===== src/design/lfbrf_pkg.sv =====
package lfbrf_pkg;

  localparam int OpW      = 2;
  localparam int LenW     = 12;
  localparam int ByteW    = 8;
  localparam int StW      = 2;
  localparam int CntW     = 12;
  localparam int HdrBytes = 4;

  localparam logic [OpW-1:0] OpOpen  = 2'd0;
  localparam logic [OpW-1:0] OpWrite = 2'd1;
  localparam logic [OpW-1:0] OpRead  = 2'd2;

  localparam logic [StW-1:0] StOk    = 2'd0;
  localparam logic [StW-1:0] StError = 2'd1;
  localparam logic [StW-1:0] StFull  = 2'd2;
  localparam logic [StW-1:0] StEmpty = 2'd3;

  typedef struct packed {
    logic [StW-1:0]   status;
    logic [ByteW-1:0] data_out;
    logic             last_byte;
    logic [LenW-1:0]  read_len;
    logic [CntW-1:0]  entries_now;
    logic [CntW-1:0]  entries_peak;
    logic [CntW-1:0]  bytes_used_now;
    logic [CntW-1:0]  bytes_used_peak;
  } res_t;

endpackage


===== src/design/lfbrf_if.sv =====
interface lfbrf_in_if;
  logic                        valid;
  logic                        ready;
  logic [lfbrf_pkg::OpW-1:0]   op;
  logic [lfbrf_pkg::LenW-1:0]  msg_len;
  logic [lfbrf_pkg::ByteW-1:0] data_in;

  modport source (output valid, op, msg_len, data_in, input ready);
  modport sink (input valid, op, msg_len, data_in, output ready);
endinterface



===== src/design/lfbrf_ctrl.sv =====
module lfbrf_ctrl #(
  parameter int RingBytes = 4096,
  parameter int AddrW = 12
) (
  input  logic                        clk_i,
  input  logic                        rst_ni,
  lfbrf_in_if.sink                    in_i,
  input  logic                        slot_free_i,
  output logic                        res_valid_o,
  output lfbrf_pkg::res_t             res_o,
  output logic                        mem_we_o,
  output logic [AddrW-1:0]            mem_waddr_o,
  output logic [lfbrf_pkg::ByteW-1:0] mem_wdata_o,
  output logic                        mem_re_o,
  output logic [AddrW-1:0]            mem_raddr_o,
  input  logic [lfbrf_pkg::ByteW-1:0] mem_rdata_i
);

  localparam int SumW = ((AddrW > lfbrf_pkg::LenW) ? AddrW : lfbrf_pkg::LenW) + 2;
  localparam logic [AddrW:0] RingSz = (AddrW + 1)'(RingBytes);
  localparam int LenW = lfbrf_pkg::LenW;

  typedef enum logic [2:0] {
    S_IDLE,
    S_HDR,
    S_H0,
    S_H1,
    S_RD
  } state_e;

  function automatic logic [AddrW-1:0] ring_add(input logic [AddrW-1:0] a,
                                                input logic [AddrW-1:0] n);
    logic [AddrW:0] sum;
    sum = {1'b0, a} + {1'b0, n};
    if (sum >= RingSz) begin
      sum = sum - RingSz;
    end
    return sum[AddrW-1:0];
  endfunction

  state_e           state_q, state_d;
  logic [AddrW-1:0] read_ptr_q, read_ptr_d;
  logic [AddrW-1:0] commit_ptr_q, commit_ptr_d;
  logic [AddrW-1:0] write_ptr_q, write_ptr_d;
  logic [AddrW-1:0] data_ptr_q, data_ptr_d;
  logic [LenW-1:0]  write_left_q, write_left_d;
  logic             write_open_q, write_open_d;
  logic [LenW-1:0]  read_left_q, read_left_d;
  logic             read_open_q, read_open_d;
  logic [LenW-1:0]  cur_len_q, cur_len_d;
  logic [AddrW-1:0] wsize_q, wsize_d;
  logic [AddrW-1:0] entry_q, entry_d;
  logic [AddrW-1:0] entry_peak_q, entry_peak_d;
  logic [AddrW-1:0] usage_q, usage_d;
  logic [AddrW-1:0] usage_peak_q, usage_peak_d;
  logic [lfbrf_pkg::ByteW-1:0] hdr_hi_q, hdr_hi_d;
  logic [lfbrf_pkg::ByteW-1:0] hdr_lo_q, hdr_lo_d;

  logic [AddrW:0]   diff;
  logic [AddrW-1:0] used;
  logic             len_bad;
  logic             no_room;
  logic [LenW-1:0]  hdr_len;
  logic [AddrW-1:0] ptr_next;
  logic [AddrW-1:0] size;
  logic [AddrW-1:0] entry_nx;
  logic [AddrW-1:0] usage_nx;
  logic [lfbrf_pkg::StW-1:0]   status;
  logic [lfbrf_pkg::ByteW-1:0] dout;
  logic                        last;

  always_comb begin
    diff = {1'b0, commit_ptr_q} - {1'b0, read_ptr_q};
    if (read_ptr_q > commit_ptr_q) begin
      diff = diff + RingSz;
    end
    used    = diff[AddrW-1:0];
    len_bad = (in_i.msg_len == '0) ||
              (SumW'(in_i.msg_len) > SumW'(RingBytes - 5));
    no_room = (SumW'(used) + SumW'(in_i.msg_len) + SumW'(lfbrf_pkg::HdrBytes)) >=
              SumW'(RingBytes);
    hdr_len = {mem_rdata_i[LenW-lfbrf_pkg::ByteW-1:0], hdr_lo_q};
  end

  always_comb begin
    state_d      = state_q;
    read_ptr_d   = read_ptr_q;
    commit_ptr_d = commit_ptr_q;
    write_ptr_d  = write_ptr_q;
    data_ptr_d   = data_ptr_q;
    write_left_d = write_left_q;
    write_open_d = write_open_q;
    read_left_d  = read_left_q;
    read_open_d  = read_open_q;
    cur_len_d    = cur_len_q;
    wsize_d      = wsize_q;
    entry_d      = entry_q;
    entry_peak_d = entry_peak_q;
    usage_d      = usage_q;
    usage_peak_d = usage_peak_q;
    hdr_hi_d     = hdr_hi_q;
    hdr_lo_d     = hdr_lo_q;
    ptr_next     = ring_add(data_ptr_q, AddrW'(1));
    size         = AddrW'(cur_len_q) + AddrW'(lfbrf_pkg::HdrBytes);
    entry_nx     = entry_q + AddrW'(1);
    usage_nx     = usage_q + wsize_q;
    in_i.ready   = 1'b0;
    res_valid_o  = 1'b0;
    status       = lfbrf_pkg::StError;
    dout         = '0;
    last         = 1'b0;
    mem_we_o     = 1'b0;
    mem_waddr_o  = commit_ptr_q;
    mem_wdata_o  = in_i.msg_len[lfbrf_pkg::ByteW-1:0];
    mem_re_o     = 1'b0;
    mem_raddr_o  = data_ptr_q;

    case (state_q)
      S_IDLE: begin
        in_i.ready = slot_free_i;
        if (in_i.valid && slot_free_i) begin
          res_valid_o = 1'b1;
          case (in_i.op)
            lfbrf_pkg::OpOpen: begin
              if (write_open_q || len_bad) begin
                status = lfbrf_pkg::StError;
              end else if (no_room) begin
                status = lfbrf_pkg::StFull;
              end else begin
                status       = lfbrf_pkg::StOk;
                mem_we_o     = 1'b1;
                hdr_hi_d     = lfbrf_pkg::ByteW'(in_i.msg_len[LenW-1:lfbrf_pkg::ByteW]);
                write_ptr_d  = ring_add(commit_ptr_q, AddrW'(lfbrf_pkg::HdrBytes));
                write_left_d = in_i.msg_len;
                wsize_d      = AddrW'(in_i.msg_len) + AddrW'(lfbrf_pkg::HdrBytes);
                write_open_d = 1'b1;
                state_d      = S_HDR;
              end
            end
            lfbrf_pkg::OpWrite: begin
              if (write_open_q) begin
                status       = lfbrf_pkg::StOk;
                mem_we_o     = 1'b1;
                mem_waddr_o  = write_ptr_q;
                mem_wdata_o  = in_i.data_in;
                write_ptr_d  = ring_add(write_ptr_q, AddrW'(1));
                if (write_left_q != '0) begin
                  write_left_d = write_left_q - LenW'(1);
                end
                if (write_left_q <= LenW'(1)) begin
                  commit_ptr_d = ring_add(write_ptr_q, AddrW'(1));
                  write_open_d = 1'b0;
                  entry_d      = entry_nx;
                  usage_d      = usage_nx;
                  if (entry_nx > entry_peak_q) begin
                    entry_peak_d = entry_nx;
                  end
                  if (usage_nx > usage_peak_q) begin
                    usage_peak_d = usage_nx;
                  end
                end
              end
            end
            lfbrf_pkg::OpRead: begin
              if (read_open_q) begin
                res_valid_o = 1'b0;
                mem_re_o    = 1'b1;
                state_d     = S_RD;
              end else if (used >= AddrW'(lfbrf_pkg::HdrBytes)) begin
                res_valid_o = 1'b0;
                mem_re_o    = 1'b1;
                mem_raddr_o = read_ptr_q;
                state_d     = S_H0;
              end else begin
                status = lfbrf_pkg::StEmpty;
              end
            end
            default: begin
              status = lfbrf_pkg::StError;
            end
          endcase
        end
      end
      S_HDR: begin
        mem_we_o    = 1'b1;
        mem_waddr_o = ring_add(commit_ptr_q, AddrW'(1));
        mem_wdata_o = hdr_hi_q;
        state_d     = S_IDLE;
      end
      S_H0: begin
        hdr_lo_d    = mem_rdata_i;
        mem_re_o    = 1'b1;
        mem_raddr_o = ring_add(read_ptr_q, AddrW'(1));
        state_d     = S_H1;
      end
      S_H1: begin
        if (hdr_len == '0) begin
          res_valid_o = 1'b1;
          status      = lfbrf_pkg::StEmpty;
          state_d     = S_IDLE;
        end else begin
          cur_len_d   = hdr_len;
          read_left_d = hdr_len;
          read_open_d = 1'b1;
          data_ptr_d  = ring_add(read_ptr_q, AddrW'(lfbrf_pkg::HdrBytes));
          mem_re_o    = 1'b1;
          mem_raddr_o = data_ptr_d;
          state_d     = S_RD;
        end
      end
      S_RD: begin
        res_valid_o = 1'b1;
        status      = lfbrf_pkg::StOk;
        dout        = mem_rdata_i;
        read_left_d = read_left_q - LenW'(1);
        data_ptr_d  = ptr_next;
        if (read_left_q == LenW'(1)) begin
          last        = 1'b1;
          read_ptr_d  = ptr_next;
          read_open_d = 1'b0;
          if (entry_q != '0) begin
            entry_d = entry_q - AddrW'(1);
          end
          usage_d = (usage_q >= size) ? usage_q - size : '0;
        end
        state_d = S_IDLE;
      end
      default: begin
        state_d = S_IDLE;
      end
    endcase
  end

  always_comb begin
    res_o.status          = status;
    res_o.data_out        = dout;
    res_o.last_byte       = last;
    res_o.read_len        = cur_len_d;
    res_o.entries_now     = lfbrf_pkg::CntW'(entry_d);
    res_o.entries_peak    = lfbrf_pkg::CntW'(entry_peak_d);
    res_o.bytes_used_now  = lfbrf_pkg::CntW'(usage_d);
    res_o.bytes_used_peak = lfbrf_pkg::CntW'(usage_peak_d);
  end

  always_ff @(posedge clk_i or negedge rst_ni) begin
    if (!rst_ni) begin
      state_q      <= S_IDLE;
      read_ptr_q   <= '0;
      commit_ptr_q <= '0;
      write_ptr_q  <= '0;
      data_ptr_q   <= '0;
      write_left_q <= '0;
      write_open_q <= 1'b0;
      read_left_q  <= '0;
      read_open_q  <= 1'b0;
      cur_len_q    <= '0;
      entry_q      <= '0;
      entry_peak_q <= '0;
      usage_q      <= '0;
      usage_peak_q <= '0;
    end else begin
      state_q      <= state_d;
      read_ptr_q   <= read_ptr_d;
      commit_ptr_q <= commit_ptr_d;
      write_ptr_q  <= write_ptr_d;
      data_ptr_q   <= data_ptr_d;
      write_left_q <= write_left_d;
      write_open_q <= write_open_d;
      read_left_q  <= read_left_d;
      read_open_q  <= read_open_d;
      cur_len_q    <= cur_len_d;
      entry_q      <= entry_d;
      entry_peak_q <= entry_peak_d;
      usage_q      <= usage_d;
      usage_peak_q <= usage_peak_d;
    end
  end

  always_ff @(posedge clk_i) begin
    wsize_q  <= wsize_d;
    hdr_hi_q <= hdr_hi_d;
    hdr_lo_q <= hdr_lo_d;
  end

endmodule


===== src/flat_wrapper.sv =====
// flat-port wrapper written by rule: the top's interface ports become plain ports
module lfbrf_ctrl_flat 
#(
  parameter int RingBytes = 4096,
  parameter int AddrW = 12
)
  (clk_i, rst_ni, slot_free_i, res_valid_o, res_o, mem_we_o, mem_waddr_o, mem_wdata_o, mem_re_o, mem_raddr_o, mem_rdata_i, in_i_valid, in_i_op, in_i_msg_len, in_i_data_in, in_i_ready);
  lfbrf_in_if in_i_i ();
  input  logic clk_i;
  input  logic rst_ni;
  input  logic slot_free_i;
  output logic res_valid_o;
  output lfbrf_pkg::res_t res_o;
  output logic mem_we_o;
  output logic [AddrW-1:0] mem_waddr_o;
  output logic [lfbrf_pkg::ByteW-1:0] mem_wdata_o;
  output logic mem_re_o;
  output logic [AddrW-1:0] mem_raddr_o;
  input  logic [lfbrf_pkg::ByteW-1:0] mem_rdata_i;
  input wire logic [$bits(in_i_i.valid)-1:0] in_i_valid;
  input wire logic [$bits(in_i_i.op)-1:0] in_i_op;
  input wire logic [$bits(in_i_i.msg_len)-1:0] in_i_msg_len;
  input wire logic [$bits(in_i_i.data_in)-1:0] in_i_data_in;
  output wire logic [$bits(in_i_i.ready)-1:0] in_i_ready;
  assign in_i_i.valid = in_i_valid;
  assign in_i_i.op = in_i_op;
  assign in_i_i.msg_len = in_i_msg_len;
  assign in_i_i.data_in = in_i_data_in;
  assign in_i_ready = in_i_i.ready;
  lfbrf_ctrl #(.RingBytes(RingBytes), .AddrW(AddrW)) u_core (.clk_i(clk_i), .rst_ni(rst_ni), .in_i(in_i_i), .slot_free_i(slot_free_i), .res_valid_o(res_valid_o), .res_o(res_o), .mem_we_o(mem_we_o), .mem_waddr_o(mem_waddr_o), .mem_wdata_o(mem_wdata_o), .mem_re_o(mem_re_o), .mem_raddr_o(mem_raddr_o), .mem_rdata_i(mem_rdata_i));
endmodule

===== config.mk =====
export PLATFORM = sky130hd
export DESIGN_NAME = lfbrf_ctrl_flat
export DESIGN_NICKNAME = d
export VERILOG_FILES = /design/src/design/lfbrf_pkg.sv /design/src/design/lfbrf_if.sv /design/src/design/lfbrf_ctrl.sv /design/src/flat_wrapper.sv
export SDC_FILE = /design/constraint.sdc
export NUM_CORES = 1
export LEC_CHECK = 0
export ABC_CLOCK_PERIOD_IN_PS = 7500
export BUFFER_PORTS_ARGS = -buffer_cell sky130_fd_sc_hd__buf_2
export CAP_MARGIN = 25
export CORE_ASPECT_RATIO = 0.75
export CORE_MARGIN = 2
export CORE_UTILIZATION = 40
export DETAILED_ROUTE_END_ITERATION = 8
export SLEW_MARGIN = 15
export SYNTH_ARGS = -nofsm -noshare
export SYNTH_HDL_FRONTEND = slang
export SYNTH_SLANG_ARGS = --single-unit
export TNS_END_PERCENT = 5

===== constraint.sdc =====
create_clock -name clk_i -period 7.5 [get_ports clk_i]
set_clock_uncertainty 0.05 [all_clocks]
set_input_delay 0.375 -clock clk_i [delete_from_list [all_inputs] [get_ports clk_i]]
set_output_delay 0.375 -clock clk_i [all_outputs]
set_load 0.005 [all_outputs]

==> metrics.cfg <==
[drt]
drt-total-wl_mm=38.42
met2_length_mm=16.77
met1_length_mm=18.69
vias_per_cell=5.847
wire_per_inst_um=19.36
drt_iter0_drc=1113
drcViolationCount=0
drtPass1Iterations=6
vias=11610
dr_wl_met3_mm=2.455
top_layer=met4
postRouteAntennaNets=0

[timing]
min_period_over_period=0.7030
final.setup.tns_ns=0
worst_hold_slack_ns=0.04586
maxSlewViolCount=0
relSlewSlack=0.3056
hold_viol=0
fin_crit_ns=5.272
setup_viol=0
rsz0062_at_grt=false
tightest_slew_ns=1.042
fmax_mhz=189.7

[placement]
dpl-instance-area_mm2=0.01345
port_buffers=140
dpl.hpwl_mm=28.89
gp_congestion=0.8778

[power_and_ir_drop]
totalPowerFinal_uw=3778
peakVddDrop_uv=128.3
p_leak_uw=0.006382
power_density_mw_per_mm2=267.4

[floorplan]
core-area_mm2=0.03035
row_count=55
io_pins=141
die_area_mm2=0.03245
initial_core_util=0.4088
dieHeight_um=156.5
die_width_um=207.4

[clock_network]
clk_pin_slew_worst_paths_ns=0.07
numCtsBuffers=17
root_buffer=clkbuf_16
clkLatencyLatePin_ns=0.46
postCtsSetupRepairBufs=0
clock_tree.buffer_depth=2
numClockSinks=161
htreeDepth=4
cts_tree=built

[synth]
ys_seq_area_frac=0.3344
yosysTopAreaCell=dfrtp_1
synth_nets=1587
ys.warnings.count=0
synth_top_area_frac=0.2763
syn_inst=1461
synth_top_family_by_area=compound AO/OA/AOI/OAI gates
synth-compound-area-share=0.2307
synth_fa_ha_area_frac=0.09521
synth-simple-area-share=0.1932
ys_async_sr_fraction=0.8509
synth_flop_cell=dfrtp_1
synth_cell_type_count=94
synthMuxAreaShare=0.02037
syn_avg_cell_area_um2=8.491
synth-seq-cells=161
synthXorXnorAreaFrac=0.07897
syn_area_mm2=0.01241
synth_edf_count=24
synth_top_cells_by_area=dfrtp_1 (28%), ha_1 (8.9%), edfxtp_1 (5.8%)

[hold_path]
worstHoldPathCells=1
hold_path.class=in2reg

[final_layout]
fin_area_mm2=0.01413
nets=1698
fillers=2953
final_cell_mix=nand2_1 (160), buf_2 (139), dfrtp_1 (137)
drive_above_1_share=0.1432
layout_commonest_cell=nand2_1
area_growth_pct=13.88

[global_routing]
grt_pass1_wl_mm=61.03
grt_max_degree=77
overflow=0
grtUsageTotal=0.2385
antenna_found_initial=1
grt_pass1_vias=10620

[critical_path]
cp-start-kind=flop
endpoint_kind=output port
worstReg2RegEnd=u_core.write_ptr_q[2]
crit_path_end=res_o[0]
critPathKind=reg2out
critPathLaunch=u_core.usage_q[0]
crit_arrival_ns=4.85
critical_path_required_ns=7.07
rrSetupSlack_ns=2.61
ff2ff_path_depth=18
crit_fanout=8
reg2reg_from=u_core.commit_ptr_q[0]

[job]
cap_violations=0

[outcome]
status=complete, no violations

cells in the mapped netlist (all sizes together) (6+ instances only):
cell / count
nand2: 160
dfrtp: 137
nor2: 118
o21ai: 116
a21oi: 92
ha: 88
inv: 79
xnor2: 66
nand3: 60
clkbuf: 55
xor2: 45
nor3: 37
and3: 29
edfxtp: 24
a21o: 22
nand4: 22
a22oi: 21
o211ai: 19
a31oi: 16
o21a: 15
mux2i: 14
nor4: 13
nand2b: 12
a221o: 11
o221ai: 11
or3: 11
a211oi: 10
buf: 10
mux2: 10
o2bb2ai: 10
a22o: 9
o22a: 9
nor2b: 8
o22ai: 8
and2: 7
o2111ai: 7
a222oi: 6
o31ai: 6
or2: 6
routing by layer:
metal  vias up  global-route usage
met5         -                   0
met4         0             0.06837
met3        31             0.03753
met2       430              0.3556
met1      5590              0.3548
li1       5556                   -
power by group:
part | internal [uW] | switching [uW]
Combinational | 678 | 923
Sequential | 1030 | 209
Clock | 507 | 436
flip-flops by register name, indices dropped and copies added, names as in the netlist, 12 cells and up:
| signal | cells |
|---|---|
| u_core.usage_q | 12 |
| u_core.usage_peak_q | 12 |
| u_core.write_left_q | 12 |
| u_core.wsize_q | 12 |
| u_core.read_left_q | 12 |
| u_core.entry_peak_q | 12 |
| u_core.data_ptr_q | 12 |
| u_core.cur_len_q | 12 |
| u_core.entry_q | 12 |
| u_core.commit_ptr_q | 12 |
| u_core.write_ptr_q | 12 |
| u_core.read_ptr_q | 12 |
final cells by class:
class                           instances  area (um^2)  share of cell area
Antenna cell                            1        2.502           0.0001771
Clock buffer                           17        425.4             0.03011
Clock inverter                         15        192.7             0.01364
Inverter                               81        304.0             0.02152
Multi-Input combinational cell       1154         7697              0.5449
Sequential cell                       161         4149              0.2937
Tap cell                              399        499.2             0.03534
Timing Repair Buffer                  157        857.1             0.06067
how the worst min path moves through the flow:
| stage | from | endpoint | slack [ns] |
|---|---|---|---|
| final | mem_rdata_i[4] | u_core.hdr_lo_q[4] | 0.05 |
| after global placement | rst_ni | u_core.entry_peak_q[11] | 0.40 |
| after detailed placement | rst_ni | u_core.entry_peak_q[11] | 0.41 |
| after floorplan | rst_ni | u_core.commit_ptr_q[0] | 0.03 |
| after CTS | mem_rdata_i[4] | u_core.hdr_lo_q[4] | 0.02 |
| after global routing | mem_rdata_i[6] | u_core.hdr_lo_q[6] | 0.02 |
kinds of logic (layout without fill, tap and decap cells):
family,count (synthesis),count (layout)
XOR/XNOR,111,111
AND/OR/NAND/NOR,502,502
AO/OA/AOI/OAI,425,425
buffers and inverters,146,270
flip-flops,161,161
other,0,1
adder cells (fa/ha/maj),92,92
multiplexers,24,24
repair_timing:
action | 4_1_cts | 5_1_grt
hold buffers | 1 | 0
endpoints found under the hold margin | 75 | 0
resized for setup | 0 | 0
endpoints found under the setup margin | 0 | 0
through the flow:
step                setup WS, ns  utilization  cells
detailed placement         2.418       0.4433   1948
global route               1.961       0.4655   1985
CTS                        1.921       0.4640   1981
floorplan                  3.047            -   1461
global placement           2.581       0.4433   1948
finish                     2.228       0.4655   1985
critical path, stage by stage, from the launching register on:
cell and delay (ns):
dfrtp_1 0.40, ha_1 0.24, fa_1 0.42, a21o_1 0.18
a21oi_1 0.21, o21ai_0 0.16, o41a_1 0.35, a21o_1 0.18
a21oi_1 0.16, xor2_1 0.27, inv_1 0.07, ha_1 0.30
nand4_1 0.15, o311ai_2 0.53, buf_4 0.28, mux2_2 0.36
buf_2 0.13
(Power assumes the default switching activity.)
